$ cat src/fenp_pkg.sv
// Shared types and constants for the chess position string parser.
package fenp_pkg;

   localparam int unsigned HALFMOVE_WIDTH = 10;
   localparam logic [HALFMOVE_WIDTH-1:0] HALFMOVE_MAX = 10'd1023;

   localparam logic [2:0] FIELD_PLACEMENT = 3'd0;
   localparam logic [2:0] FIELD_SIDE      = 3'd1;
   localparam logic [2:0] FIELD_CASTLE    = 3'd2;
   localparam logic [2:0] FIELD_PASSANT   = 3'd3;
   localparam logic [2:0] FIELD_HALFMOVE  = 3'd4;
   localparam logic [2:0] FIELD_LAST      = 3'd7;

   localparam logic [1:0] BM_IDLE  = 2'd0;
   localparam logic [1:0] BM_B     = 2'd1;
   localparam logic [1:0] BM_MATCH = 2'd2;
   localparam logic [1:0] BM_NONE  = 2'd3;

   localparam logic [2:0] PIECE_PAWN   = 3'd0;
   localparam logic [2:0] PIECE_KNIGHT = 3'd1;
   localparam logic [2:0] PIECE_BISHOP = 3'd2;
   localparam logic [2:0] PIECE_ROOK   = 3'd3;
   localparam logic [2:0] PIECE_QUEEN  = 3'd4;
   localparam logic [2:0] PIECE_KING   = 3'd5;

   localparam logic [3:0] BOARD_EDGE = 4'd8;
   localparam logic [2:0] TOKEN_LENGTH_MAX = 3'd7;

   localparam logic RECORD_PIECE   = 1'b0;
   localparam logic RECORD_SUMMARY = 1'b1;

   localparam logic [7:0] CHAR_SPACE = 8'h20;
   localparam logic [7:0] CHAR_TAB   = 8'h09;
   localparam logic [7:0] CHAR_CR    = 8'h0D;
   localparam logic [7:0] CHAR_SLASH = 8'h2F;
   localparam logic [7:0] CHAR_ZERO  = 8'h30;
   localparam logic [7:0] CHAR_ONE   = 8'h31;
   localparam logic [7:0] CHAR_EIGHT = 8'h38;
   localparam logic [7:0] CHAR_NINE  = 8'h39;
   localparam logic [7:0] CHAR_UPPER_A = 8'h41;
   localparam logic [7:0] CHAR_UPPER_Z = 8'h5A;
   localparam logic [7:0] CHAR_UPPER_K = 8'h4B;
   localparam logic [7:0] CHAR_UPPER_Q = 8'h51;
   localparam logic [7:0] CHAR_A = 8'h61;
   localparam logic [7:0] CHAR_B = 8'h62;
   localparam logic [7:0] CHAR_H = 8'h68;
   localparam logic [7:0] CHAR_K = 8'h6B;
   localparam logic [7:0] CHAR_M = 8'h6D;
   localparam logic [7:0] CHAR_N = 8'h6E;
   localparam logic [7:0] CHAR_P = 8'h70;
   localparam logic [7:0] CHAR_Q = 8'h71;
   localparam logic [7:0] CHAR_R = 8'h72;
   localparam logic [7:0] CHAR_W = 8'h77;

   typedef struct packed {
      logic [2:0] field_number;
      logic       in_token;
      logic [3:0] rank_row;
      logic [3:0] file_column;
      logic       side_flag;
      logic [3:0] castle_flags;
      logic       passant_flag;
      logic [5:0] passant_index;
      logic [2:0] token_length;
      logic [1:0] bm_match;
      logic [HALFMOVE_WIDTH-1:0] halfmove_accum;
      logic       halfmove_seen;
      logic [7:0] tok_first;
      logic [7:0] tok_second;
      logic       digits_running;
   } fenp_state_type;

   localparam fenp_state_type STATE_RESET = '0;

   typedef struct packed {
      logic       record_kind;
      logic [5:0] square;
      logic       piece_color;
      logic [2:0] piece_kind;
      logic       black_to_move;
      logic [3:0] castle_rights;
      logic       passant_valid;
      logic [5:0] passant_square;
      logic       halfmove_valid;
      logic [HALFMOVE_WIDTH-1:0] halfmove_count;
   } fenp_result_type;

endpackage

$ cat src/fenp_if.sv
// Request and response channel interfaces of the position string parser.
interface fenp_req_if;
   logic       valid;
   logic       ready;
   logic       command;
   logic [7:0] character;

   modport source (output valid, output command, output character, input ready);
   modport sink (input valid, input command, input character, output ready);
endinterface

interface fenp_rsp_if;
   logic       valid;
   logic       ready;
   logic       record_kind;
   logic [5:0] square;
   logic       piece_color;
   logic [2:0] piece_kind;
   logic       black_to_move;
   logic [3:0] castle_rights;
   logic       passant_valid;
   logic [5:0] passant_square;
   logic       halfmove_valid;
   logic [9:0] halfmove_count;

   modport source (
      output valid, output record_kind, output square, output piece_color,
      output piece_kind, output black_to_move, output castle_rights,
      output passant_valid, output passant_square, output halfmove_valid,
      output halfmove_count, input ready
   );
   modport sink (
      input valid, input record_kind, input square, input piece_color,
      input piece_kind, input black_to_move, input castle_rights,
      input passant_valid, input passant_square, input halfmove_valid,
      input halfmove_count, output ready
   );
endinterface

$ cat src/fen_position_parser.sv
// Chess position string parser: one character per request, piece and summary records out.
// A record is registered; it is valid in the cycle after the request that causes it is accepted.
// One request per cycle unless stalled; the parser state updates in a single pass per character.
// A request is taken while a record waits, as long as that record leaves in the same cycle.
// Reset (synchronous) returns the parser to the placement field and empties the output register.
// An end request emits the summary record and also returns the parser to its reset state.
module fen_position_parser import fenp_pkg::*; (
   input logic        clock,
   input logic        reset,
   fenp_req_if.sink   req_port,
   fenp_rsp_if.source rsp_port
);

   fenp_state_type  state_ff;
   fenp_state_type  state_in;
   fenp_result_type rsp_data_ff;
   fenp_result_type rsp_data_in;
   logic            rsp_valid_ff;
   logic            emit;
   logic            accept;

   fenp_step u_step (
      .state      (state_ff),
      .command    (req_port.command),
      .character  (req_port.character),
      .state_next (state_in),
      .emit       (emit),
      .result     (rsp_data_in)
   );

   assign req_port.ready = !rsp_valid_ff || rsp_port.ready;
   assign accept = req_port.valid && req_port.ready;

   always_ff @(posedge clock) begin
      if (reset) begin
         state_ff     <= STATE_RESET;
         rsp_valid_ff <= 1'b0;
      end else begin
         if (accept) begin
            state_ff <= state_in;
         end
         if (accept && emit) begin
            rsp_valid_ff <= 1'b1;
         end else if (rsp_port.ready) begin
            rsp_valid_ff <= 1'b0;
         end
      end
   end

   always_ff @(posedge clock) begin
      if (accept && emit) begin
         rsp_data_ff <= rsp_data_in;
      end
   end

   assign rsp_port.valid          = rsp_valid_ff;
   assign rsp_port.record_kind    = rsp_data_ff.record_kind;
   assign rsp_port.square         = rsp_data_ff.square;
   assign rsp_port.piece_color    = rsp_data_ff.piece_color;
   assign rsp_port.piece_kind     = rsp_data_ff.piece_kind;
   assign rsp_port.black_to_move  = rsp_data_ff.black_to_move;
   assign rsp_port.castle_rights  = rsp_data_ff.castle_rights;
   assign rsp_port.passant_valid  = rsp_data_ff.passant_valid;
   assign rsp_port.passant_square = rsp_data_ff.passant_square;
   assign rsp_port.halfmove_valid = rsp_data_ff.halfmove_valid;
   assign rsp_port.halfmove_count = rsp_data_ff.halfmove_count;

endmodule

$ cat src/fenp_step.sv
// Next-state and result logic for one request of the position string parser.
module fenp_step import fenp_pkg::*; (
   input  fenp_state_type  state,
   input  logic            command,
   input  logic [7:0]      character,
   output fenp_state_type  state_next,
   output logic            emit,
   output fenp_result_type result
);

   function automatic fenp_state_type close_tok(input fenp_state_type st);
      fenp_state_type r;
      r = st;
      if (st.in_token) begin
         if (st.field_number == FIELD_PASSANT) begin
            if (st.token_length == 3'd2 && st.tok_first >= CHAR_A && st.tok_first <= CHAR_H &&
                st.tok_second >= CHAR_ONE && st.tok_second <= CHAR_EIGHT) begin
               r.passant_flag  = 1'b1;
               r.passant_index = {st.tok_second[2:0] - 3'd1, st.tok_first[2:0] - 3'd1};
            end else begin
               r.passant_flag  = 1'b0;
               r.passant_index = '0;
            end
         end else if (st.field_number == FIELD_HALFMOVE && st.bm_match == BM_MATCH) begin
            r.halfmove_seen  = 1'b0;
            r.halfmove_accum = '0;
         end
         r.in_token = 1'b0;
         if (st.field_number < FIELD_LAST) begin
            r.field_number = st.field_number + 3'd1;
         end
      end
      return r;
   endfunction

   fenp_state_type s;
   fenp_state_type closed;
   logic       blank;
   logic       digit;
   logic       upper;
   logic [7:0] lower;
   logic       piece_ok;
   logic [2:0] kind;
   logic [4:0] file_sum;
   logic [13:0] times_ten;

   assign closed = close_tok(state);
   assign blank  = character == CHAR_SPACE || (character >= CHAR_TAB && character <= CHAR_CR);
   assign digit  = character >= CHAR_ZERO && character <= CHAR_NINE;
   assign upper  = character >= CHAR_UPPER_A && character <= CHAR_UPPER_Z;
   assign lower  = upper ? (character | 8'h20) : character;

   always_comb begin
      piece_ok = 1'b1;
      case (lower)
         CHAR_P:  kind = PIECE_PAWN;
         CHAR_N:  kind = PIECE_KNIGHT;
         CHAR_B:  kind = PIECE_BISHOP;
         CHAR_R:  kind = PIECE_ROOK;
         CHAR_Q:  kind = PIECE_QUEEN;
         CHAR_K:  kind = PIECE_KING;
         default: begin
            kind = PIECE_PAWN;
            piece_ok = 1'b0;
         end
      endcase
   end

   always_comb begin
      s = state;
      emit = 1'b0;
      result = '0;
      file_sum = '0;
      times_ten = '0;
      if (command) begin
         emit = 1'b1;
         result.record_kind    = RECORD_SUMMARY;
         result.black_to_move  = closed.side_flag;
         result.castle_rights  = closed.castle_flags;
         result.passant_valid  = closed.passant_flag;
         result.passant_square = closed.passant_flag ? closed.passant_index : 6'd0;
         result.halfmove_valid = closed.halfmove_seen;
         result.halfmove_count = closed.halfmove_seen ? closed.halfmove_accum : '0;
         s = STATE_RESET;
      end else if (blank) begin
         s = closed;
      end else begin
         if (!s.in_token) begin
            s.in_token       = 1'b1;
            s.token_length   = '0;
            s.bm_match       = BM_IDLE;
            s.tok_first      = '0;
            s.tok_second     = '0;
            s.digits_running = 1'b0;
            if (s.field_number == FIELD_CASTLE) begin
               s.castle_flags = '0;
            end
         end
         if (s.token_length == 3'd0) begin
            s.tok_first = character;
            s.bm_match  = (character == CHAR_B) ? BM_B : BM_NONE;
         end else if (s.token_length == 3'd1) begin
            s.tok_second = character;
            s.bm_match   = (s.bm_match == BM_B && character == CHAR_M) ? BM_MATCH : BM_NONE;
         end else begin
            s.bm_match = BM_NONE;
         end

         case (s.field_number)
            FIELD_PLACEMENT: begin
               if (character == CHAR_SLASH) begin
                  if (s.rank_row < BOARD_EDGE) begin
                     s.rank_row = s.rank_row + 4'd1;
                  end
                  s.file_column = '0;
               end else if (digit) begin
                  file_sum = {1'b0, s.file_column} + {1'b0, character[3:0]};
                  s.file_column = (file_sum > 5'd8) ? BOARD_EDGE : file_sum[3:0];
               end else if (piece_ok) begin
                  if (s.file_column < BOARD_EDGE && s.rank_row < BOARD_EDGE) begin
                     emit = 1'b1;
                     result.record_kind = RECORD_PIECE;
                     result.square      = {~s.rank_row[2:0], s.file_column[2:0]};
                     result.piece_color = ~upper;
                     result.piece_kind  = kind;
                  end
                  if (s.file_column < BOARD_EDGE) begin
                     s.file_column = s.file_column + 4'd1;
                  end
               end
            end
            FIELD_SIDE: begin
               if (s.token_length == 3'd0) begin
                  if (character == CHAR_W) begin
                     s.side_flag = 1'b0;
                  end else if (character == CHAR_B) begin
                     s.side_flag = 1'b1;
                  end
               end
            end
            FIELD_CASTLE: begin
               if (character == CHAR_UPPER_K) begin
                  s.castle_flags[0] = 1'b1;
               end else if (character == CHAR_UPPER_Q) begin
                  s.castle_flags[1] = 1'b1;
               end else if (character == CHAR_K) begin
                  s.castle_flags[2] = 1'b1;
               end else if (character == CHAR_Q) begin
                  s.castle_flags[3] = 1'b1;
               end
            end
            FIELD_HALFMOVE: begin
               if (digit) begin
                  if (s.token_length == 3'd0) begin
                     s.halfmove_seen  = 1'b1;
                     s.halfmove_accum = '0;
                     s.digits_running = 1'b1;
                  end
                  if (s.digits_running) begin
                     times_ten = {1'b0, s.halfmove_accum, 3'b000}
                               + {3'b000, s.halfmove_accum, 1'b0}
                               + {10'd0, character[3:0]};
                     s.halfmove_accum = (times_ten > {4'd0, HALFMOVE_MAX}) ?
                                        HALFMOVE_MAX : times_ten[HALFMOVE_WIDTH-1:0];
                  end
               end else begin
                  s.digits_running = 1'b0;
               end
            end
            default: begin
            end
         endcase

         if (s.token_length < TOKEN_LENGTH_MAX) begin
            s.token_length = s.token_length + 3'd1;
         end
      end
      state_next = s;
   end

endmodule

$ cat src/flat_wrapper.sv
// flat-port wrapper written by rule: the top's interface ports become plain ports
module fen_position_parser_flat import fenp_pkg::*;
  (clock, reset, req_port_valid, req_port_command, req_port_character, req_port_ready, rsp_port_valid, rsp_port_record_kind, rsp_port_square, rsp_port_piece_color, rsp_port_piece_kind, rsp_port_black_to_move, rsp_port_castle_rights, rsp_port_passant_valid, rsp_port_passant_square, rsp_port_halfmove_valid, rsp_port_halfmove_count, rsp_port_ready);
  fenp_req_if req_port_i ();
  fenp_rsp_if rsp_port_i ();
  input logic clock;
  input logic reset;
  input wire logic [$bits(req_port_i.valid)-1:0] req_port_valid;
  input wire logic [$bits(req_port_i.command)-1:0] req_port_command;
  input wire logic [$bits(req_port_i.character)-1:0] req_port_character;
  output wire logic [$bits(req_port_i.ready)-1:0] req_port_ready;
  output wire logic [$bits(rsp_port_i.valid)-1:0] rsp_port_valid;
  output wire logic [$bits(rsp_port_i.record_kind)-1:0] rsp_port_record_kind;
  output wire logic [$bits(rsp_port_i.square)-1:0] rsp_port_square;
  output wire logic [$bits(rsp_port_i.piece_color)-1:0] rsp_port_piece_color;
  output wire logic [$bits(rsp_port_i.piece_kind)-1:0] rsp_port_piece_kind;
  output wire logic [$bits(rsp_port_i.black_to_move)-1:0] rsp_port_black_to_move;
  output wire logic [$bits(rsp_port_i.castle_rights)-1:0] rsp_port_castle_rights;
  output wire logic [$bits(rsp_port_i.passant_valid)-1:0] rsp_port_passant_valid;
  output wire logic [$bits(rsp_port_i.passant_square)-1:0] rsp_port_passant_square;
  output wire logic [$bits(rsp_port_i.halfmove_valid)-1:0] rsp_port_halfmove_valid;
  output wire logic [$bits(rsp_port_i.halfmove_count)-1:0] rsp_port_halfmove_count;
  input wire logic [$bits(rsp_port_i.ready)-1:0] rsp_port_ready;
  assign req_port_i.valid = req_port_valid;
  assign req_port_i.command = req_port_command;
  assign req_port_i.character = req_port_character;
  assign req_port_ready = req_port_i.ready;
  assign rsp_port_valid = rsp_port_i.valid;
  assign rsp_port_record_kind = rsp_port_i.record_kind;
  assign rsp_port_square = rsp_port_i.square;
  assign rsp_port_piece_color = rsp_port_i.piece_color;
  assign rsp_port_piece_kind = rsp_port_i.piece_kind;
  assign rsp_port_black_to_move = rsp_port_i.black_to_move;
  assign rsp_port_castle_rights = rsp_port_i.castle_rights;
  assign rsp_port_passant_valid = rsp_port_i.passant_valid;
  assign rsp_port_passant_square = rsp_port_i.passant_square;
  assign rsp_port_halfmove_valid = rsp_port_i.halfmove_valid;
  assign rsp_port_halfmove_count = rsp_port_i.halfmove_count;
  assign rsp_port_i.ready = rsp_port_ready;
  fen_position_parser u_core (.clock(clock), .reset(reset), .req_port(req_port_i), .rsp_port(rsp_port_i));
endmodule
$ cat config.mk
export PLATFORM = sky130hd
export DESIGN_NAME = fen_position_parser_flat
export DESIGN_NICKNAME = d
export VERILOG_FILES = /design/src/fenp_pkg.sv /design/src/fenp_if.sv /design/src/fen_position_parser.sv /design/src/fenp_step.sv /design/src/flat_wrapper.sv
export SDC_FILE = /design/constraint.sdc
export NUM_CORES = 1
export LEC_CHECK = 0
export ABC_CLOCK_PERIOD_IN_PS = 8500
export BUFFER_PORTS_ARGS = -buffer_cell sky130_fd_sc_hd__buf_2
export CAP_MARGIN = 20
export CORE_MARGIN = 2
export CORE_UTILIZATION = 61
export CTS_BUF_LIST = sky130_fd_sc_hd__clkbuf_2 sky130_fd_sc_hd__clkbuf_4 sky130_fd_sc_hd__clkbuf_8
export DETAILED_ROUTE_END_ITERATION = 7
export PLACE_DENSITY = 0.81
export SYNTH_ARGS = -nofsm -noshare
export SYNTH_HDL_FRONTEND = slang
export SYNTH_HIERARCHICAL = 1
export SYNTH_SLANG_ARGS = --single-unit
$ cat constraint.sdc
create_clock -name clock -period 8.5 [get_ports clock]
set_clock_uncertainty 0.15 [all_clocks]
set_input_delay 0 -clock clock [delete_from_list [all_inputs] [get_ports clock]]
set_output_delay 0 -clock clock [all_outputs]
set_load 0.03 [all_outputs]
==> reports/metrics.csv <==
stage,metric,value,unit
clock_tree,Worst-Skew Late Latency,390,ps
timing,"Min Clock Period, post-route",5190,ps
setup_path,crit start category,flop,
floorplanning,Rows,37,
floorplanning,die area,11700,µm²
logic_synthesis,Synth Area in XOR/XNOR,0.0199,
grt,initial antenna violation count,0,
setup_path,Critical Path RT,8580,ps
clock_tree,clock slew at the register clock pins of the worst setup and hold paths,100,ps
grt,vias in the first global route,5607,
setup_path,Crit. End Element,flop,
timing,count of pins over their slew limit,0,
route,DRC,0,
setup_path,r2r setup slk,3310,ps
logic_synthesis,mux cell area share after synthesis,0.00303,
clock_tree,CTS Buffer Depth,2,
timing,slew margin rel.,0.304,
layout,area of the multi-input gates,4070,µm²
setup_path,Reg2Reg Depth,16,
hold_path,Worst Hold End,u_core/state_ff[16],
placement,gpl congestion,0.869,
setup_path,CP arrival,5270,ps
route,vias per cell,6.54,
logic_synthesis,Post-synth EDFFs,34,
clock_tree,H-tree Lvls,3,
clock_tree,root buf cell,clkbuf_8,
pwr,VDD IR-drop max,0.0773,mV
logic_synthesis,asr flop ratio synth,0,
grt,first-pass GRT wire length,27.0,mm
route,vias,5936,
timing,TNS Setup,0,ps
layout,post-route cell area,6950,µm²
clock_tree,setup bufs post-CTS,0,
timing,f_max,0.193,GHz
clock_tree,CTS Hold Bufs,0,
logic_synthesis,post-synthesis compound-gate area fraction,0.212,
route,routed wire length,16.6,mm
clock_tree,PostCTS Resize Cnt,0,
placement,DP Wirelength,10.5,mm
layout,Final #Nets,821,
pwr,total power,0.889,mW
grt,GRT Residual Overflow,0,
outcome,status,"complete, no violations",
logic_synthesis,cell taking the most area after synthesis,dfxtp_1,
layout,share of layout cells above drive strength 1,0.144,
floorplanning,core area,10400,µm²
placement,placed insts,891,
logic_synthesis,post-synth top area share,0.176,
route,DR WL met3,1.19,mm
floorplanning,Starting Density,0.634,
logic_synthesis,Synth Area per Inst,8.65,µm²
hold_path,min-delay worst type,in -> reg,
logic_synthesis,top_reg_cell synth,dfxtp_1,
setup_path,CP Max Fanout,14,
timing,post-route clock period utilization,0.611,
logic_synthesis,flop and latch count out of synthesis,92,
hold_path,hold path cells,5,
logic_synthesis,YS warnings,6,
route,M1 wire length,7.15,mm
route,First DRT Iteration DRCs,639,
grt,total track usage,0.289,
floorplanning,Die W,108,µm
floorplanning,I/O pin count,49,
grt,largest net degree at the start of global routing,116,
floorplanning,Die Y-Extent,108,µm
route,DRT antenna net count,0,
placement,dpl cell area,6750,µm²
logic_synthesis,largest family of logic cells by synthesized area,simple AND/OR/NAND/NOR gates,
placement,IO buf count,48,
clock_tree,cts bufs inserted,9,
setup_path,kind of critical path,reg -> reg,
pwr,cell area power density,128,nW/µm²
clock_tree,CTS sink count,92,
logic_synthesis,Synth Area in Simple Gates,0.300,
setup_path,reg2reg end,u_core/state_ff[27],
layout,FF/Latch Area,2180,µm²
logic_synthesis,syn_nets,817,
job,max cap viols,0,
route,met2 routed WL,7.79,mm
logic_synthesis,Cell variety after synth,67,
timing,worst-margin pin slew,1040,ps
logic_synthesis,register area share after synthesis,0.330,
logic_synthesis,Synth area leaders,"dfxtp_1 (18%), edfxtp_1 (15%), nand4b_1 (7.7%)",
logic_synthesis,Mapped Cells,763,
route,Avg WL per Cell,18.3,µm
logic_synthesis,Post-Syn Area,6600,µm²
timing,final setup vio count,0,
route,highest routed layer,met4,
route,drt first pass iters,6,
logic_synthesis,Synth Area in Adders,0.0800,
timing,Final Hold Slack,48.3,ps
pwr,leakage power,2.53,nW
layout,final std cells w/o fill,908,
layout,synth-to-layout area growth,5.29,%
timing,unrepaired setup endpoints after global routing,no,
clock_tree,CTS tree,done,
layout,# fillers,887,
layout,antenna cells,0,
hold_path,Min-Delay Startpoint,req_port_character[7],
timing,final hold viol count,0,
setup_path,reg2reg start,u_core/state_ff[53],
[flip-flops by register name, summed over array words and instances (netlist names)]
signal / cells
u_core/state_ff: 57
u_core/rsp_port.halfmove_count: 10
u_core/rsp_port.passant_square: 6
u_core/rsp_port.square: 6
u_core/rsp_port.castle_rights: 4
u_core/rsp_port.piece_kind: 3
u_core/rsp_port.black_to_move: 1
u_core/rsp_port.halfmove_valid: 1
u_core/rsp_port.passant_valid: 1
u_core/rsp_port.piece_color: 1
u_core/rsp_port.record_kind: 1
u_core/rsp_port.valid: 1
[where the power goes]
| group | switching, mW | internal [mW] |
|---|---|---|
| clock | 0.172 | 0.138 |
| combinational | 0.0770 | 0.0320 |
| sequential | 0.00546 | 0.465 |
[cell usage after synthesis (8+ instances only)]
cell	instances
nor2_1	71
nand2b_1	65
dfxtp_1	58
nand4b_1	58
a21oi_1	46
o21ai_0	44
ha_1	39
clkbuf_1	38
nand2_1	38
edfxtp_1	34
o21ai_2	33
a22oi_1	23
and2_1	22
nor2b_1	18
inv_1	16
nand3_1	12
xnor2_1	12
nor3_1	11
a211oi_1	8
a311oi_1	8
[per-stage QoR]
step	worst slack, ps	util
after global placement	3790	0.648
after global routing	2970	0.667
after CTS	3490	0.667
final	3310	0.667
after detailed placement	3540	0.648
after floorplan	4370	-
[per-layer routing]
metal  GRT usage  vias up
met2       0.470      266
met3      0.0368       47
met4       0.134        0
li1            -     2800
met5           0        -
met1       0.383     2823
[kinds of logic after synthesis]
| family | after synthesis |
|---|---|
| muxes | 2 |
| AOI/OAI and AO/OA | 204 |
| and+or+nand+nor | 333 |
| adders and majority gates | 41 |
| buffers and inverters | 76 |
| DFF | 92 |
| xor gates and xnor gates | 15 |
[critical path, cell delays in order, from the launching register on]
cell,delay [ps]
dfxtp_1,460
nand2_1,180
ha_1,200
a21boi_1,850
nor2b_1,200
ha_1,350
ha_1,190
inv_1,60
fa_1,400
nor2b_1,170
o31a_1,210
o211ai_1,150
a2111o_1,470
a211oi_4,500
a41oi_1,230
nand4b_1,140
o21ai_0,110
[layout by cell type, fill, tap and decap left out, types with 9 or more instances in the layout]
cell / count
nor2_1: 71
nand2b_1: 65
nand4b_1: 58
dfxtp_1: 58
buf_2: 48
a21oi_1: 46
o21ai_0: 44
ha_1: 39
nand2_1: 38
edfxtp_1: 34
o21ai_2: 33
a22oi_1: 23
and2_1: 22
nor2b_1: 17
inv_1: 16
xnor2_1: 12
nand3_1: 12
nor3_1: 11
clkbuf_8: 9
[worst max-delay path by stage]
stage	start	endpoint	slack, ps
CTS	u_core/state_ff[53]	u_core/state_ff[27]	3490
finish	u_core/state_ff[53]	u_core/state_ff[27]	3310
global placement	u_core/state_ff[53]	u_core/state_ff[27]	3790
global route	u_core/state_ff[53]	u_core/state_ff[27]	2970
detailed placement	u_core/state_ff[53]	u_core/state_ff[27]	3540
floorplan	u_core/state_ff[53]	u_core/state_ff[27]	4370
[cell type report]
type | count | share of cell area
inverters | 17 | 0.00918
clock inverters | 7 | 0.0104
clock buffers | 9 | 0.0178
well taps | 136 | 0.0245
multi-input cells | 595 | 0.585
flip-flops and latches | 92 | 0.314
repair buffers | 52 | 0.0389
No activity file was read; power rests on OpenSTA's default activity.
